**config.mk**
```make
export PLATFORM = sky130hd
export DESIGN_NAME = tmt_out_reg
export DESIGN_NICKNAME = d
export VERILOG_FILES = /design/src/sv/tmt_pkg.sv /design/src/sv/tmt_out_reg.sv
export SDC_FILE = /design/constraint.sdc
export NUM_CORES = 1
export LEC_CHECK = 0
export BUFFER_PORTS_ARGS = -buffer_cell sky130_fd_sc_hd__buf_2
export CAP_MARGIN = 20
export CORE_MARGIN = 2
export CORE_UTILIZATION = 40
export CTS_CLUSTER_SIZE = 40
export DETAILED_ROUTE_END_ITERATION = 7
export PLACE_DENSITY_LB_ADDON = 0.1
export SLEW_MARGIN = 20
export SYNTH_ARGS = -nofsm -noshare
export SYNTH_HDL_FRONTEND = slang
export SYNTH_SLANG_ARGS = --single-unit
```
**constraint.sdc**
```tcl
create_clock -name aclk -period 1.1 [get_ports aclk]
set_input_delay 0.055 -clock aclk [delete_from_list [all_inputs] [get_ports aclk]]
set_output_delay 0.055 -clock aclk [all_outputs]
set_load 0.02 [all_outputs]
```
**src/sv/tmt_pkg.sv**
```systemverilog
package tmt_pkg;

    localparam int FIELD_COL_W  = 7;
    localparam int FIELD_ROW_W  = 5;
    localparam int CELL_W       = 16;

    typedef enum logic [1:0] {
        REQ_PUT_CURSOR = 2'd0,
        REQ_PUT_AT     = 2'd1,
        REQ_READ       = 2'd2,
        REQ_NONE       = 2'd3
    } tmt_req_t;

    localparam logic [7:0]        NEWLINE_CODE = 8'd10;
    localparam logic [CELL_W-1:0] BLANK_CELL   = 16'h0020;
    localparam logic [CELL_W-1:0] RESET_CELL   = 16'h0720;
    localparam logic [7:0]        RESET_COLOR  = 8'h07;

    typedef struct packed {
        logic [CELL_W-1:0]      read_cell;
        logic [FIELD_COL_W-1:0] cursor_col;
        logic [FIELD_ROW_W-1:0] cursor_row;
        logic                   scrolled;
    } tmt_result_t;

endpackage

```
**src/sv/tmt_out_reg.sv**
```systemverilog
module tmt_out_reg
    import tmt_pkg::*;
(
    input  logic        aclk,
    input  logic        aresetn,
    input  logic        load,
    input  tmt_result_t result,
    output logic        free,
    output logic        m_valid,
    input  logic        m_ready,
    output tmt_result_t m_result
);

    logic        valid_reg;
    tmt_result_t data_reg;

    // The register can take a new word when empty or when its word leaves now.
    assign free     = !valid_reg || m_ready;
    assign m_valid  = valid_reg;
    assign m_result = data_reg;

    always_ff @(posedge aclk) begin
        if (!aresetn) begin
            valid_reg <= 1'b0;
        end else if (load) begin
            valid_reg <= 1'b1;
        end else if (m_ready) begin
            valid_reg <= 1'b0;
        end
    end

    always_ff @(posedge aclk) begin
        if (load) begin
            data_reg <= result;
        end
    end

endmodule

```
; ---- Word level (Yosys, flattened, before mapping)
; Index checks and enable logic that the tools add are counted.
[word_totals]
reg_bits = 30
latchBits = 0
ramBits = 0
rom_bits = 0
inputBits = 33
output_inout_bits = 31
wordCells = 10
n_memories = 0
[op_classes]
addsub = 0
n_mul = 0
n_div = 0
n_lt_le_gt_ge = 0
n_eq_ne = 0
n_shift = 0
n_mux = 2
n_bitwise = 0
reduce_logical = 3
[op_table]
columns = cell, count
row1 = $mux W1, 2
row2 = $reduce_bool A2 Y1, 1
row3 = $logic_not A1 Y1, 1
row4 = $logic_or A1 B1 Y1, 1

; ---- Depth between registers and ports, before layout
; Gate-level depths: netlist of run 1.
[depth]
depth_word = 2
depth_mapped = 2
ltp_nobuf = 2

; ---- Worst setup path after synthesis of run 1
; Ideal clock, no wire load.
[synth_path]
path_kind = flip-flop to flip-flop
from = register, netlist name m_valid
to = register valid_reg (netlist: m_valid)
setup_time_ns = 0.066
arrival_time_ns = 0.708
required_ns = 1.034
path_slack_ns = 0.326
stages_incl_launch_ff = 3
path_buffers = 0
period_less_slack_ns = 0.774
path_cell_list = dfxtp_1 -> nand2b_4 -> a21boi_2
[synth_rtl]
columns = item, line_no
row1 = end signal: assignment, tmt_out_reg.sv:24  ; valid_reg <= 1'b0;
row2 = end signal: assignment, tmt_out_reg.sv:26  ; valid_reg <= 1'b1;
row3 = end signal: assignment, tmt_out_reg.sv:28  ; valid_reg <= 1'b0;
row4 = end: declaration, tmt_out_reg.sv:14  ; logic valid_reg;

; ---- Final worst setup path of run 1
[layout_path]
from = input port m_ready
to = output port free
[layout_via]
elab_chain_len = 1
[layout_lines]
columns = item, line_no
row1 = start: declaration, tmt_out_reg.sv:10  ; input logic m_ready,
row2 = $logic_or A1 B1 Y1, tmt_out_reg.sv:18  ; assign free = !valid_reg || m_ready;
row3 = end: declaration, tmt_out_reg.sv:8  ; output logic free,
; Every way passes these cells.

==> results of run 1 <==
worst max-delay path: cells and delay by family:
family        cells  cell delay [ps]
buf+inv           3              810
simple gates      1              130
sequential cells by signal (all words and copies together) (netlist names):
signal    cells
m_result     29
m_valid       1
timing repair:
action	in CTS	in global routing
hold buffers	30	1
endpoints found under the hold margin	30	1
buffers inserted	0	0
area by class of cell:
| cell class | count | area [µm²] | area share |
|---|---|---|---|
| clock buffer | 8 | 58.8 | 0.0354 |
| inverter | 1 | 3.75 | 0.00226 |
| multi-input combinational | 2 | 25.0 | 0.0151 |
| sequential | 30 | 891 | 0.537 |
| tap | 28 | 35.0 | 0.0211 |
| timing repair buffer | 95 | 646 | 0.389 |
power by group:
part | total [mW] | internal, mW | switching, mW
registers | 1.37 | 1.35 | 0.0227
logic | 0.377 | 0.181 | 0.196
clock network | 0.646 | 0.315 | 0.331
total | 2.39 | 1.85 | 0.549
final timing paths:
| path | start | end | slack (ps) | depth (start not counted) |
|---|---|---|---|---|
| worst max-delay path | m_ready | free | 50 | 4 |
| worst min-delay path | load | m_result[6]$_DFFE_PP_ | 170 | 2 |
| worst max register to register | m_valid$_SDFFE_PN0P_ | m_valid$_SDFFE_PN0P_ | 460 | 2 |
| worst min register to register | m_valid$_SDFFE_PN0P_ | m_valid$_SDFFE_PN0P_ | 510 | 2 |
per-layer routing:
| metal | global-route usage | up-vias | wire (µm) |
|---|---|---|---|
| met5 | 0 | - | 0 |
| met4 | 0.0526 | 0 | 11 |
| met3 | 0.106 | 2 | 144 |
| met2 | 0.268 | 39 | 1090 |
| met1 | 0.191 | 299 | 789 |
| li1 | - | 334 | - |
per-stage QoR:
step                setup WS, ps  cell area, µm²  utilization  hold slack [ps]  power (mW)
finish                      51.1            1660        0.757              174        2.39
floorplan                    326             920            -              154        1.53
detailed placement           439            1290        0.589              233        1.69
global placement             445            1290        0.589              233        1.69
CTS                          112            1650        0.753             8.07        2.42
global route                37.5            1660        0.757              157        2.52
cell families (layout without fill, tap and decap cells):
logic type,after synthesis,in the layout
flops,30,30
buf+inv,1,104
compound gates,1,1
simple gates,1,1
synth_stat cells, drive strengths merged:
| library cell | instances |
|---|---|
| nand2b | 1 |
| edfxtp | 29 |
| inv | 1 |
| a21boi | 1 |
| dfxtp | 1 |
==> metrics.md, run 1 <==
| Metric | Value |
|---|---|
| Simple-Gate Fraction of Synth Area | `0.0150` |
| DRT Pass-1 Iters | `4` |
| Clock Path Buffers | `2` |
| Worst path max stage delay | `around 530 ps` |
| Pleak | `0.727 nW` |
| Rows | `17` |
| Worst rel slew slack | `0.899` |
| Mapped Cells | `33` |
| DR vias | `a little under 700` |
| Post-synthesis register bit count | `30` |
| Die width | `52.0 µm` |
| RSZ-0062 raised after global routing | `no` |
| CP Capture Type | `primary output` |
| Worst-path fanout max | `2` |
| Setup Crit Path Kind | `input port to primary output` |
| GP Congestion | `0.641` |
| Synth area leaders | `edfxtp_1 95%, dfxtp_1 2.2%, nand2b_4 1.5%` |
| Core ar. | `~0.0022 mm²` |
| Placed Cells | `125` |
| Worst Path Arrival | `990 ps` |
| CTS tree | `done` |
| Synth top area share | `0.947` |
| Final min period | `1050 ps` |
| Initial antenna violation count | `0` |
| WL final | `2.04 mm` |
| Final ANT Viol Nets | `0` |
| Crit-path cells | `dlygate4sd3_1 -> buf_2 -> nand2b_4 -> buf_2` |
| Synth Area in XOR/XNOR | `0` |
| Post_cts resized | `0` |
| Fraction of layout cells with a size suffix above 1 | `0.529` |
| Post-synthesis sequential area ratio | `0.969` |
| Worst path slowest cell | `dlygate4sd3_1` |
| Final Max Slew Viols | `0` |
| Power density cells | `about 1400 mW/mm²` |
| Yosys top cell by area | `edfxtp_1` |
| Most common cell after layout, fill and taps aside | `buf_2` |
| Crit share post-route | `0.954` |
| CTS clock-pin slew for the worst setup and hold paths | `80 ps` |
| Status | `finished clean` |
| Post-synthesis adder-cell area fraction | `0` |
| Starting Density | `0.420` |
| Slew at the pin closest to its max-slew limit | `152 ps` |
| Vias in the first global route | `between 600 and 700` |
| TritonCTS buffer count | `5` |
| Largest family of logic cells by synthesized area | `simple AND/OR/NAND/NOR gates` |
| H-tree Lvls | `2` |
| Syn nets | `66` |
| Final setup violation count | `0` |
| Compound-Gate Fraction of Synth Area | `0.0122` |
| GRT Total Usage | `0.171` |
| Die area | `0.00270 mm²` |
| Yosys synthesis warning count | `0` |
| Fillers | `135` |
| WL/cell | `approximately 12 µm` |
| Max_cap viols | `0` |
| Die H | `roughly 52 µm` |
| # clock sinks | `30` |
| CTS root buf | `clkbuf_4` |
| Unique masters post-synth | `5` |
| Worst Hold Class | `input port to register` |
| First-pass GRT wire length | `2.98 mm` |
| Finished Layout Cells | `approximately 160` |
| Setup tns final | `0 ps` |
| I/O Pins | `64` |
| Syn avg cell area | `about 28 µm²` |
| Initial DRC count | `7` |
| Critical path startpoint category | `input port` |
| Port bufs | `63` |
| Peak VDD IR | `1.06 mV` |
| Clock Latency Late Sink | `310 ps` |
| Cell area after synthesis | `920 µm²` |
| Fin. Hold Viols | `0` |
| Maximum number of pins on one net before global-route repair | `31` |
| Commonest non-fill, non-tap cells in the layout | `63 x buf_2, 31 x dlygate4sd3_1, 29 x edfxtp_1` |
| Ant diodes | `0` |
| Post-route DRC | `0` |
| Fmax | `0.953 GHz` |
| WP data required | `1040 ps` |
| Clock Skew | `0 ps` |
| Multiplexer share of the synthesized area | `0` |
| Total gr overflow | `0` |
| Area grow syn2layout | `80.4%` |
| Final net count | `~170` |
| Vias per cell | `~4.1` |
| Most frequent CP cell | `buf_2` |
Power figures use the tool's default switching activity.
==> run 2: changes to the inputs <==
- ABC_AREA: unset -> 1
==> metrics.md, run 2 <==
| Metric | Value |
|---|---|
| Multi-input gate area | `approximately 15 µm²` |
| Synth area leaders | `edfxtp_1 95%, dfxtp_1 2.2%, inv_1 1.2%` |
| TritonCTS buffer count | `5` |
| List of most frequent post-synthesis cells | `29 x edfxtp_1, 3 x inv_1, 1 x a21oi_2, 1 x dfxtp_1, 1 x nand2_2` |
| Core ar. | `0.00219 mm²` |
| DRT Pass-1 Iters | `4` |
| Total gr overflow | `0` |
| Worst path slowest cell | `dlygate4sd3_1` |
| Clock Skew | `0 ps` |
| Yosys top cell by area | `edfxtp_1` |
| Reg2Reg Setup Slack | `520 ps` |
| Initial antenna violation count | `0` |
| Most common cell after layout, fill and taps aside | `buf_2` |
| Clock Path Buffers | `2` |
| Worst Hold Class | `input port to register` |
| Max reg flops | `29` |
| Synth Flop Type | `edfxtp_1` |
| Vias per cell | `between 4 and 5` |
| CP Capture Type | `primary output` |
| Maximum number of pins on one net before global-route repair | `31` |
| Commonest non-fill, non-tap cells in the layout | `63 x buf_2, 31 x dlygate4sd3_1, 29 x edfxtp_1` |
| Fmax | `roughly 0.98 GHz` |
| Final setup violation count | `0` |
| Worst-path fanout max | `2` |
| WL final | `just under 2 mm` |
| Register area | `891 µm²` |
| Setup tns final | `0 ps` |
| Most numerous cell in the Yosys netlist | `edfxtp_1` |
| Switch Pwr | `0.546 mW` |
| Die area | `0.00269 mm²` |
| Max_cap viols | `0` |
| Clk pwr share | `0.270` |
| Rows | `17` |
| Status | `finished clean` |
| Internal power | `1.84 mW` |
| CTS clock-pin slew for the worst setup and hold paths | `80 ps` |
| Fin. Hold Viols | `0` |
| Final min period | `1020 ps` |
| Peak VDD IR | `0.889 mV` |
| CTS root buf | `clkbuf_4` |
| Setup Crit Path Kind | `input port to primary output` |
| Unique masters post-synth | `5` |
| GRT Total Usage | `0.162` |
| Synth top area share | `0.950` |
| Hold path depth | `2` |
| Crit-path cells | `dlygate4sd3_1 -> buf_2 -> inv_1 -> nand2_2 -> buf_2` |
| Fraction of layout cells with a size suffix above 1 | `0.522` |
| R2R Path End | `m_valid$_SDFFE_PN0P_` |
| Post-route DRC | `0` |
| Pleak | `between 0.7 and 0.8 nW` |
| Post-synthesis register bit count | `30` |
| Cell area after synthesis | `917 µm²` |
| Worst Path Arrival | `960 ps` |
| CP bufs+invs | `4` |
| RSZ-0062 raised after global routing | `no` |
| GP Congestion | `0.643` |
| Vias in the first global route | `~700` |
| Syn nets | `68` |
| Die width | `51.9 µm` |
| Area grow syn2layout | `80.6%` |
| Worst rel slew slack | `0.900` |
| Reg2Reg Depth | `2` |
| Crit-path leading delay family | `buffers and inverters` |
| Seq pwr share | `0.573` |
| Fillers | `134` |
| Post-CTS Hold Fix Bufs | `31` |
| Power density cells | `1440 mW/mm²` |
| Clock Latency Late Sink | `between 300 and 400 ps` |
| Syn avg cell area | `~26 µm²` |
| Worst path max stage delay | `530 ps` |
| Die H | `51.9 µm` |
| Post-synthesis sequential area ratio | `0.971` |
| Most frequent CP cell | `buf_2` |
| Final net count | `170` |
| Final Max Slew Viols | `0` |
| Initial DRC count | `7` |
| Setup crit end | `free` |
| First-pass GRT wire length | `approximately 2.8 mm` |
| Post-synth EDFFs | `29` |
| Ant diodes | `0` |
| # clock sinks | `30` |
| Post_cts resized | `0` |
| Reg2reg start | `m_valid$_SDFFE_PN0P_` |
| H-tree Lvls | `2` |
| CTS tree | `done` |
| WP data required | `1040 ps` |
| Mapped Cells | `35` |
| Starting Density | `0.419` |
| Post-synthesis async set-or-reset flop share | `0` |
| I/O Pins | `64` |
| Critical path depth | `5` |
| Critical path startpoint category | `input port` |
| Crit share post-route | `0.926` |
| Switching share of total power | `0.229` |
| Slew at the pin closest to its max-slew limit | `~150 ps` |
| Final ANT Viol Nets | `0` |
| Combinational Power Share | `0.157` |
| WL/cell | `11.8 µm` |
| WHS | `168 ps` |
| Setup Buffers After CTS | `0` |
| Yosys synthesis warning count | `0` |
| DR vias | `just under 700` |
| Crit path from | `m_ready` |
| Port bufs | `63` |
[run 2: layout make-up]
type | instances | area share
flip-flops and latches | 30 | 0.538
repair buffers | 95 | 0.390
clock buffers | 8 | 0.0355
well taps | 28 | 0.0211
multi-input cells | 2 | 0.00906
inverters | 3 | 0.00680
[run 2: cells by family (layout without fill, tap and decap cells)]
kind of cell,Yosys count,count (layout),share of synthesized area
DFF,30,30,0.971
AOI/OAI and AO/OA,1,1,0.00955
and+or+nand+nor,1,1,0.00683
buffers and inverters,3,106,0.0123
[run 2: how the worst min path moves through the flow]
stage,to,startpoint
after global placement,m_result[11]$_DFFE_PP_,result[11]
final,m_result[22]$_DFFE_PP_,load
after CTS,m_result[12]$_DFFE_PP_,load
after detailed placement,m_result[23]$_DFFE_PP_,result[23]
after floorplan,m_result[0]$_DFFE_PP_,result[0]
after global routing,m_result[24]$_DFFE_PP_,load
[run 2: power groups by stage]
stage,Sequential [mW],Combinational (mW),Clock (mW)
2_1_floorplan,1.52,0.00859,0
3_3_place_gp,1.39,0.289,0
3_5_place_dp,1.40,0.291,0
4_1_cts,1.37,0.374,0.658
5_1_grt,1.38,0.400,0.725
6_report,1.37,0.376,0.644
[run 2: per-stage QoR]
stage	area, µm²	setup slack, ps	std cells	total power [mW]	utilization
2_1_floorplan	917	328	35	1.53	-
3_3_place_gp	1290	445	127	1.68	0.588
3_5_place_dp	1290	440	127	1.69	0.588
4_1_cts	1660	86.1	166	2.40	0.756
5_1_grt	1660	30.1	166	2.50	0.756
6_report	1660	81.2	166	2.39	0.756
[run 2: worst register-to-register path: stages (launching register included)]
cell and delay, ps:
dfxtp_1 350, nand2_2 70, a21oi_2 110
[run 2: routing by layer]
layer  routed length, µm  share of wire  vias up  GRT usage
met5                   0              0        -          0
met4                  40          0.020        0     0.0746
met3                 166          0.085        4     0.0977
met2                1020           0.52       42      0.278
met1                 735           0.38      305      0.150
li1                    -              -      337          -
