[src/sv/tmt_pkg.sv]
package tmt_pkg;

    localparam int FIELD_COL_W  = 7;
    localparam int FIELD_ROW_W  = 5;
    localparam int CELL_W       = 16;

    typedef enum logic [1:0] {
        REQ_PUT_CURSOR = 2'd0,
        REQ_PUT_AT     = 2'd1,
        REQ_READ       = 2'd2,
        REQ_NONE       = 2'd3
    } tmt_req_t;

    localparam logic [7:0]        NEWLINE_CODE = 8'd10;
    localparam logic [CELL_W-1:0] BLANK_CELL   = 16'h0020;
    localparam logic [CELL_W-1:0] RESET_CELL   = 16'h0720;
    localparam logic [7:0]        RESET_COLOR  = 8'h07;

    typedef struct packed {
        logic [CELL_W-1:0]      read_cell;
        logic [FIELD_COL_W-1:0] cursor_col;
        logic [FIELD_ROW_W-1:0] cursor_row;
        logic                   scrolled;
    } tmt_result_t;

endpackage

[src/sv/tmt_ctrl.sv]
module tmt_ctrl
    import tmt_pkg::*;
#(
    parameter int COLS = 80,
    parameter int ROWS = 25,
    parameter int CW   = 7,
    parameter int RW   = 5
) (
    input  logic                   aclk,
    input  logic                   aresetn,
    input  logic                   cfg_wr_en,
    input  logic [7:0]             cfg_wr_data,
    input  logic                   s_valid,
    output logic                   s_ready,
    input  logic [1:0]             s_req_type,
    input  logic [7:0]             s_char_code,
    input  logic [7:0]             s_cell_color,
    input  logic [FIELD_COL_W-1:0] s_col,
    input  logic [FIELD_ROW_W-1:0] s_row,
    output logic                   mem_we,
    output logic [RW+CW-1:0]       mem_waddr,
    output logic [CELL_W-1:0]      mem_wdata,
    output logic                   mem_re,
    output logic [RW+CW-1:0]       mem_raddr,
    input  logic [CELL_W-1:0]      mem_rdata,
    input  logic                   out_free,
    output logic                   out_load,
    output tmt_result_t            out_result
);

    localparam int AW = RW + CW;
    localparam int DEPTH = ROWS * (2 ** CW);
    localparam logic [AW-1:0] WIPE_LAST = AW'(DEPTH - 1);
    localparam logic [CW-1:0] COL_LAST  = CW'(COLS - 1);
    localparam logic [RW-1:0] ROW_LAST  = RW'(ROWS - 1);

    typedef enum logic [4:0] {
        ST_WIPE   = 5'b00001,
        ST_IDLE   = 5'b00010,
        ST_READ   = 5'b00100,
        ST_SCROLL = 5'b01000,
        ST_DONE   = 5'b10000
    } state_t;

    state_t        state_reg, state_next;
    logic [AW-1:0] wipe_addr_reg, wipe_addr_next;
    logic [CW-1:0] cur_x_reg, cur_x_next;
    logic [RW-1:0] cur_y_reg, cur_y_next;
    logic [RW-1:0] top_reg, top_next;
    logic [7:0]    color_reg;
    logic [CW-1:0] clr_col_reg, clr_col_next;
    logic [RW-1:0] clr_row_reg, clr_row_next;
    tmt_result_t   res_reg, res_next;

    logic          accept;
    logic          is_put, is_put_at, is_read, is_newline;
    logic          in_range, wrap, scroll;
    logic [RW-1:0] cur_phys, req_phys;

    // Rows are kept in a ring: logical row r lives at physical row (r + top) mod ROWS,
    // so a scroll only moves the top pointer and blanks one row.
    function automatic logic [RW-1:0] phys_row(input logic [RW-1:0] lr,
                                               input logic [RW-1:0] t);
        logic [RW:0] s;
        s = {1'b0, lr} + {1'b0, t};
        if (s >= (RW+1)'(ROWS)) begin
            s = s - (RW+1)'(ROWS);
        end
        return s[RW-1:0];
    endfunction

    assign s_ready    = (state_reg == ST_IDLE);
    assign accept     = s_valid && s_ready;
    assign is_put     = (s_req_type == REQ_PUT_CURSOR);
    assign is_put_at  = (s_req_type == REQ_PUT_AT);
    assign is_read    = (s_req_type == REQ_READ);
    assign is_newline = (s_char_code == NEWLINE_CODE);
    assign in_range   = ({1'b0, s_col} < (FIELD_COL_W+1)'(COLS))
                     && ({1'b0, s_row} < (FIELD_ROW_W+1)'(ROWS));
    assign wrap       = is_put && (is_newline || (cur_x_reg == COL_LAST));
    assign scroll     = wrap && (cur_y_reg == ROW_LAST);
    assign cur_phys   = phys_row(cur_y_reg, top_reg);
    assign req_phys   = phys_row(s_row[RW-1:0], top_reg);

    assign out_load   = (state_reg == ST_DONE) && out_free;
    assign out_result = res_reg;

    always_comb begin
        state_next     = state_reg;
        wipe_addr_next = wipe_addr_reg;
        cur_x_next     = cur_x_reg;
        cur_y_next     = cur_y_reg;
        top_next       = top_reg;
        clr_col_next   = clr_col_reg;
        clr_row_next   = clr_row_reg;
        res_next       = res_reg;
        mem_we         = 1'b0;
        mem_waddr      = {cur_phys, cur_x_reg};
        mem_wdata      = {color_reg, s_char_code};
        mem_re         = 1'b0;
        mem_raddr      = {req_phys, s_col[CW-1:0]};

        case (state_reg)
            ST_WIPE: begin
                mem_we         = 1'b1;
                mem_waddr      = wipe_addr_reg;
                mem_wdata      = RESET_CELL;
                wipe_addr_next = wipe_addr_reg + AW'(1);
                if (wipe_addr_reg == WIPE_LAST) begin
                    state_next = ST_IDLE;
                end
            end
            ST_IDLE: begin
                if (accept) begin
                    if (is_put) begin
                        mem_we = !is_newline;
                        if (wrap) begin
                            cur_x_next = '0;
                            if (!scroll) begin
                                cur_y_next = cur_y_reg + RW'(1);
                            end
                        end else begin
                            cur_x_next = cur_x_reg + CW'(1);
                        end
                    end else if (is_put_at) begin
                        mem_we    = in_range;
                        mem_waddr = {req_phys, s_col[CW-1:0]};
                        mem_wdata = {s_cell_color, s_char_code};
                    end else if (is_read) begin
                        mem_re = in_range;
                    end

                    res_next.read_cell  = '0;
                    res_next.cursor_col = FIELD_COL_W'(cur_x_next);
                    res_next.cursor_row = FIELD_ROW_W'(cur_y_next);
                    res_next.scrolled   = scroll;

                    if (scroll) begin
                        // The old top row becomes the new bottom row.
                        clr_row_next = top_reg;
                        clr_col_next = '0;
                        top_next     = (top_reg == ROW_LAST) ? '0 : top_reg + RW'(1);
                        state_next   = ST_SCROLL;
                    end else if (is_read && in_range) begin
                        state_next = ST_READ;
                    end else begin
                        state_next = ST_DONE;
                    end
                end
            end
            ST_READ: begin
                res_next.read_cell = mem_rdata;
                state_next         = ST_DONE;
            end
            ST_SCROLL: begin
                mem_we       = 1'b1;
                mem_waddr    = {clr_row_reg, clr_col_reg};
                mem_wdata    = BLANK_CELL;
                clr_col_next = clr_col_reg + CW'(1);
                if (clr_col_reg == COL_LAST) begin
                    state_next = ST_DONE;
                end
            end
            ST_DONE: begin
                if (out_free) begin
                    state_next = ST_IDLE;
                end
            end
            default: begin
                state_next = ST_IDLE;
            end
        endcase
    end

    always_ff @(posedge aclk) begin
        if (!aresetn) begin
            state_reg     <= ST_WIPE;
            wipe_addr_reg <= '0;
            cur_x_reg     <= '0;
            cur_y_reg     <= '0;
            top_reg       <= '0;
            color_reg     <= RESET_COLOR;
        end else begin
            state_reg     <= state_next;
            wipe_addr_reg <= wipe_addr_next;
            cur_x_reg     <= cur_x_next;
            cur_y_reg     <= cur_y_next;
            top_reg       <= top_next;
            if (cfg_wr_en) begin
                color_reg <= cfg_wr_data;
            end
        end
    end

    always_ff @(posedge aclk) begin
        clr_col_reg <= clr_col_next;
        clr_row_reg <= clr_row_next;
        res_reg     <= res_next;
    end

endmodule

[config.mk]
export PLATFORM = sky130hd
export DESIGN_NAME = tmt_ctrl
export DESIGN_NICKNAME = d
export VERILOG_FILES = /design/src/sv/tmt_pkg.sv /design/src/sv/tmt_ctrl.sv
export SDC_FILE = /design/constraint.sdc
export NUM_CORES = 1
export LEC_CHECK = 0
export ABC_CLOCK_PERIOD_IN_PS = 4300
export BUFFER_PORTS_ARGS = -buffer_cell sky130_fd_sc_hd__buf_4
export CAP_MARGIN = 20
export CORE_ASPECT_RATIO = 1.75
export CORE_MARGIN = 4
export CORE_UTILIZATION = 35
export CTS_CLUSTER_SIZE = 14
export DETAILED_ROUTE_END_ITERATION = 16
export PLACE_DENSITY = 0.59
export SLEW_MARGIN = 10
export SYNTH_ARGS = -nofsm -noshare
export SYNTH_HDL_FRONTEND = slang
export SYNTH_SLANG_ARGS = --single-unit
[constraint.sdc]
create_clock -name aclk -period 4.3 [get_ports aclk]
set_input_delay 0.645 -clock aclk [delete_from_list [all_inputs] [get_ports aclk]]
set_output_delay 0.645 -clock aclk [all_outputs]
set_load 0.03 [all_outputs]
# After elaboration in Yosys (flattened, before gate mapping)
# Cells that the tools add are included.
[totals]
reg_bits = 83
latchBits = 0
ramBits = 0
rom_bits = 0
input_bits = 59
output_inout_bits = 73
elab_cells = 97
n_memories = 0
[op_classes]
add_sub_neg = 9
mul = 0
div = 0
magnitude_cmp = 4
eq_ne = 18
shift = 0
mux = 37
bitwise = 0
reduce_logical = 17
[ops]
columns = ["operator", "count"]
rows = [
  ["$mux 5", 12],
  ["$mux 16", 3],
  ["$pmux 16 s3", 1],
  ["$mux 12", 3],
  ["$pmux 12 s3", 1],
  ["$pmux 16 s2", 1],
  ["$mux 29", 1],
  ["$mux 7", 4],
  ["$pmux 5 s5", 1],
  ["$eq 5x5->1 const B", 3],
  ["$add 7x1->7 const B", 2],
  ["$eq 7x7->1 const B", 2],
  ["$pmux 7 s2", 1],
  ["$add 12x1->12 const B", 1],
  ["$add 5x5->6", 2],
  ["$eq 12x12->1 const B", 1],
  ["$ge 6x5->1 const B", 2],
  ["$add 5x1->5 const B", 2],
  ["$sub 5x5->5 const B", 2],
  ["$eq 8x4->1 const B", 1],
  ["$mux 1", 8],
  ["$lt 7x7->1 const B", 1],
  ["$logic_and 1x1->1", 6],
  ["$ne 2x2->1 const B", 3],
  ["17 further kinds", 21],
]

# Depth between registers and ports, before layout
[logic_depth]
ltp_word = 9
ltp_mapped = 11
depth_no_buf = 11

# Worst setup path after synthesis
# Ideal clock, no wire load.
[synth_timing]
kind = "flip-flop to output port"
from = "register top_reg[0]"
to = "output port mem_waddr[11]"
arrival_time_ns = 3.315
required_ns = 3.655
slack_ns = 0.340
stages_incl_launch_ff = 10
path_buffers = 0
path_cell_list = "dfxtp_1 -> ha_1 -> fa_1 -> a211oi_1 -> or3b_1 -> nand2_1 -> o41a_1 -> a21oi_1 -> xor2_1 -> o311ai_0"
[synth_between]
elab_chain_cells = 7
elab_cells_between_ends = 12
cone_classes = "4 x add/sub; 2 x order compare; 6 x mux"
[synth_rtl]
columns = ["element", "line", "rtl"]
rows = [
  ["start: declaration", "tmt_ctrl.sv:49", "logic [RW-1:0] top_reg, top_next;"],
  ["start signal: assignment", "tmt_ctrl.sv:188", "top_reg <= top_next;"],
  ["$add 5x5->6", "tmt_ctrl.sv:65", "s = {1'b0, lr} + {1'b0, t};"],
  ["$sub 5x5->5 or $ge 6x5->1 (tied branches)", "tmt_ctrl.sv:67, tmt_ctrl.sv:66", ""],
  ["$mux 5", "tmt_ctrl.sv:66", "if (s >= (RW+1)'(ROWS)) begin"],
  ["$mux 12", "tmt_ctrl.sv:125", "end else if (is_put_at) begin"],
  ["$mux 12", "tmt_ctrl.sv:115", "if (is_put) begin"],
  ["$mux 12", "tmt_ctrl.sv:114", "if (accept) begin"],
  ["$pmux 12 s3 (*)", "tmt_ctrl.sv:103", "case (state_reg)"],
  ["end: declaration", "tmt_ctrl.sv:21", "output logic [RW+CW-1:0] mem_waddr,"],
]
# Every way passes the cells marked *; elsewhere a longest branch is shown, timed or not.

# Final worst setup path
[layout_timing]
from = "register top_reg[0]"
to = "output port mem_waddr[8]"
# The elaborated chain is that of the path after synthesis.

==> impl_metrics.ini <==
[routing]
first_iter_violations = 169
vias_per_cell = 5.345
num_vias = 4447
ant_nets = 0
drt_first_pass_iters = 5
drc = 0
routed_wl_um = 14640
routedWlPerCell_um = 17.59

[cells_and_area]
largest_register_ffs = 29
diodes = 0
drive_gt1_share_pct = 25.84
layout.nets = 735
fill_cells = 1303
areaGrowthSynthToFinish_pct = 30.35

[pwr]
p_int_w = 0.001472
leakage_nw = 2.653
power.density_nw_per_um2 = 324.6
vdd_drop_max_mv = 0.1999
sw_frac_of_total_pct = 28.19
p_switching_w = 0.0005777
p_comb_share_pct = 19.6
p_seq_share_pct = 41.8
clkPwrFrac_pct = 38.6

[logic_synthesis]
postSynthAreaPerCell_sq_um = 9.138
ys_warn_count = 0
synth_ff_type = dfxtp_1
synth_area_sq_um = 4843
synth-edff-count = 41
ys_ff_latch = 83
yosysUniqueCellTypes = 64
synthArstFlopShare_pct = 0
seq_area_frac_synth_pct = 42.78
synth_cells = 530
synth_nets = 612

[hold_path]
hold_class = reg -> reg

[status]
status = finished, final reports clean

[clock_tree]
cts.sink_count = 83
tritoncts = done
post_cts.repair.setup_buffers = 0
cts_max_path_buffers = 2
cts_buffers = 9
holdBufCountCts = 0
cts_max_level = 3
clk_pin_slew_ns = 0.06
cts_resized = 0
clk_latency_ns = 0.34
cts-root-buf = clkbuf_16

[setup_path]
end_kind = output pin
start_kind = flip-flop
worstPathRequired_ns = 3.65
crit_path_max_fanout = 7
arrival_ns = 3.36
path_class = reg -> out

[global_routing]
antenna_found_initial = 0
grt_max_degree = 34
grt_usage_pct = 18.40
grt_pass1_wl_um = 23160
grt_pass1_vias = 4404
overflow = 0

[run]
cap_viol_max_count = 0

[sta]
clock_skew_ns = 0.009967
fin_crit_ns = 4.003
worst_slew_pin_slew_ns = 0.8014
setup_viol = 0
slew_violations = 0
setup-tns-final_ns = 0
rsz0062_at_grt = false
setup_slack_ns = 0.2969
slew_headroom_pct = 45.90
period_share_pct = 93.09
finalHoldViolations = 0
max_freq_ghz = 0.2498

[place]
dp_slack_ns = 0.2717
hpwlAfterDp_um = 11300
gp_congestion = 0.8685
numPortBuffers = 131

[floorplanning]
die_area_sq_um = 15860
start_util_pct = 35.82
die_x_um = 96.93
die_y_um = 163.6
num_io_pins = 132
rows = 56
core_sq_um = 13520
[power groups by stage]
| stage | sequential (W) | clock, W | combinational (W) |
|---|---|---|---|
| 2_1_floorplan | 0.000877 | 0 | 0.000232 |
| 3_3_place_gp | 0.000874 | 0 | 0.000395 |
| 3_5_place_dp | 0.000875 | 0 | 0.000399 |
| 4_1_cts | 0.000858 | 0.000809 | 0.000400 |
| 5_1_grt | 0.000859 | 0.000843 | 0.000431 |
| 6_report | 0.000857 | 0.000790 | 0.000401 |
[Yosys cell counts, drive strengths merged, types with 11 or more instances]
cell / number / area (sq um)
mux2i: 12 / 120.1
dfxtp: 42 / 840.8
inv: 17 / 63.81
and3: 11 / 68.82
nand4: 11 / 68.82
ha: 21 / 262.8
nand2: 67 / 261.5
nand3: 35 / 175.2
nor2: 55 / 206.5
o21ai: 21 / 105.1
and2: 28 / 175.2
xnor2: 16 / 140.1
edfxtp: 41 / 1231
xor2: 15 / 131.4
clkbuf: 17 / 63.81
a21oi: 24 / 120.1
buf: 11 / 75.07
[logic make-up after synthesis]
logic type      synth area share, %
flops                         42.78
buf+inv                       4.366
compound gates                12.87
simple gates                  25.19
mux                           2.945
fa+ha+maj                     6.252
xor+xnor                      5.606
[layout by cell type (no fill, tap or decap), types with 3 or more instances in the layout]
master and count:
a211o_1 5, a21o_1 3, a21oi_1 24, a22oi_1 9
and2_1 28, and3_1 11, buf_4 139, clkbuf_16 9
clkinv_4 3, dfxtp_1 42, edfxtp_1 41, ha_1 21
inv_1 17, mux2i_1 12, nand2_1 65, nand3_1 35
nand4_1 11, nor2_1 55, nor4_1 3, o21ai_0 19
o31ai_1 3, or2_2 4, or3_1 10, xnor2_1 16
xor2_1 15
[worst max-delay path, cell delays in order (launching register included)]
cell	delay [ns]
dfxtp_1	0.40
ha_1	0.24
fa_1	0.43
and3_1	0.21
or3_1	0.39
nand3_1	0.16
o21a_1	0.17
mux2_2	0.37
a222oi_1	0.33
o21ai_1	0.13
buf_4	0.19
[area by class of cell]
class / count / area, sq um / share of cell area [%]
multi-input combinational: 401 / 2571 / 40.73
sequential: 83 / 2072 / 32.82
timing repair buffer: 140 / 1071 / 16.96
clock buffer: 10 / 239.0 / 3.785
tap: 174 / 217.7 / 3.448
inverter: 18 / 72.57 / 1.149
clock inverter: 6 / 70.07 / 1.110
[stage by stage]
stage | std cells | util [%] | instance area (sq um) | hold slack (ns) | total power (W)
6_report | 832 | 46.69 | 6314 | 0.4718 | 0.002049
4_1_cts | 831 | 46.44 | 6280 | 0.4739 | 0.002067
3_3_place_gp | 815 | 44.15 | 5971 | 0.4454 | 0.001269
2_1_floorplan | 530 | - | 4843 | 0.4313 | 0.001110
5_1_grt | 832 | 46.69 | 6314 | 0.5186 | 0.002134
3_5_place_dp | 815 | 44.15 | 5971 | 0.4565 | 0.001274
[worst paths after layout]
path	from	endpoint	slack (ns)	cells after the start
max reg2reg	state_reg[3]	clr_col_reg[4]	1.46	8
min	color_reg[0]	color_reg[0]	0.47	2
max	top_reg[0]	mem_waddr[8]	0.30	10
min reg2reg	color_reg[0]	color_reg[0]	0.47	2
[layer usage]
| metal | global-route usage (%) | up-vias | routed length, um |
|---|---|---|---|
| met5 | 0 | - | 0 |
| met4 | 5.815 | 0 | 218 |
| met3 | 3.889 | 17 | 899 |
| met2 | 35.44 | 179 | 7840 |
| met1 | 19.78 | 2106 | 5679 |
| li1 | - | 2145 | - |
Note: power is estimated with default switching activity, not from simulation.
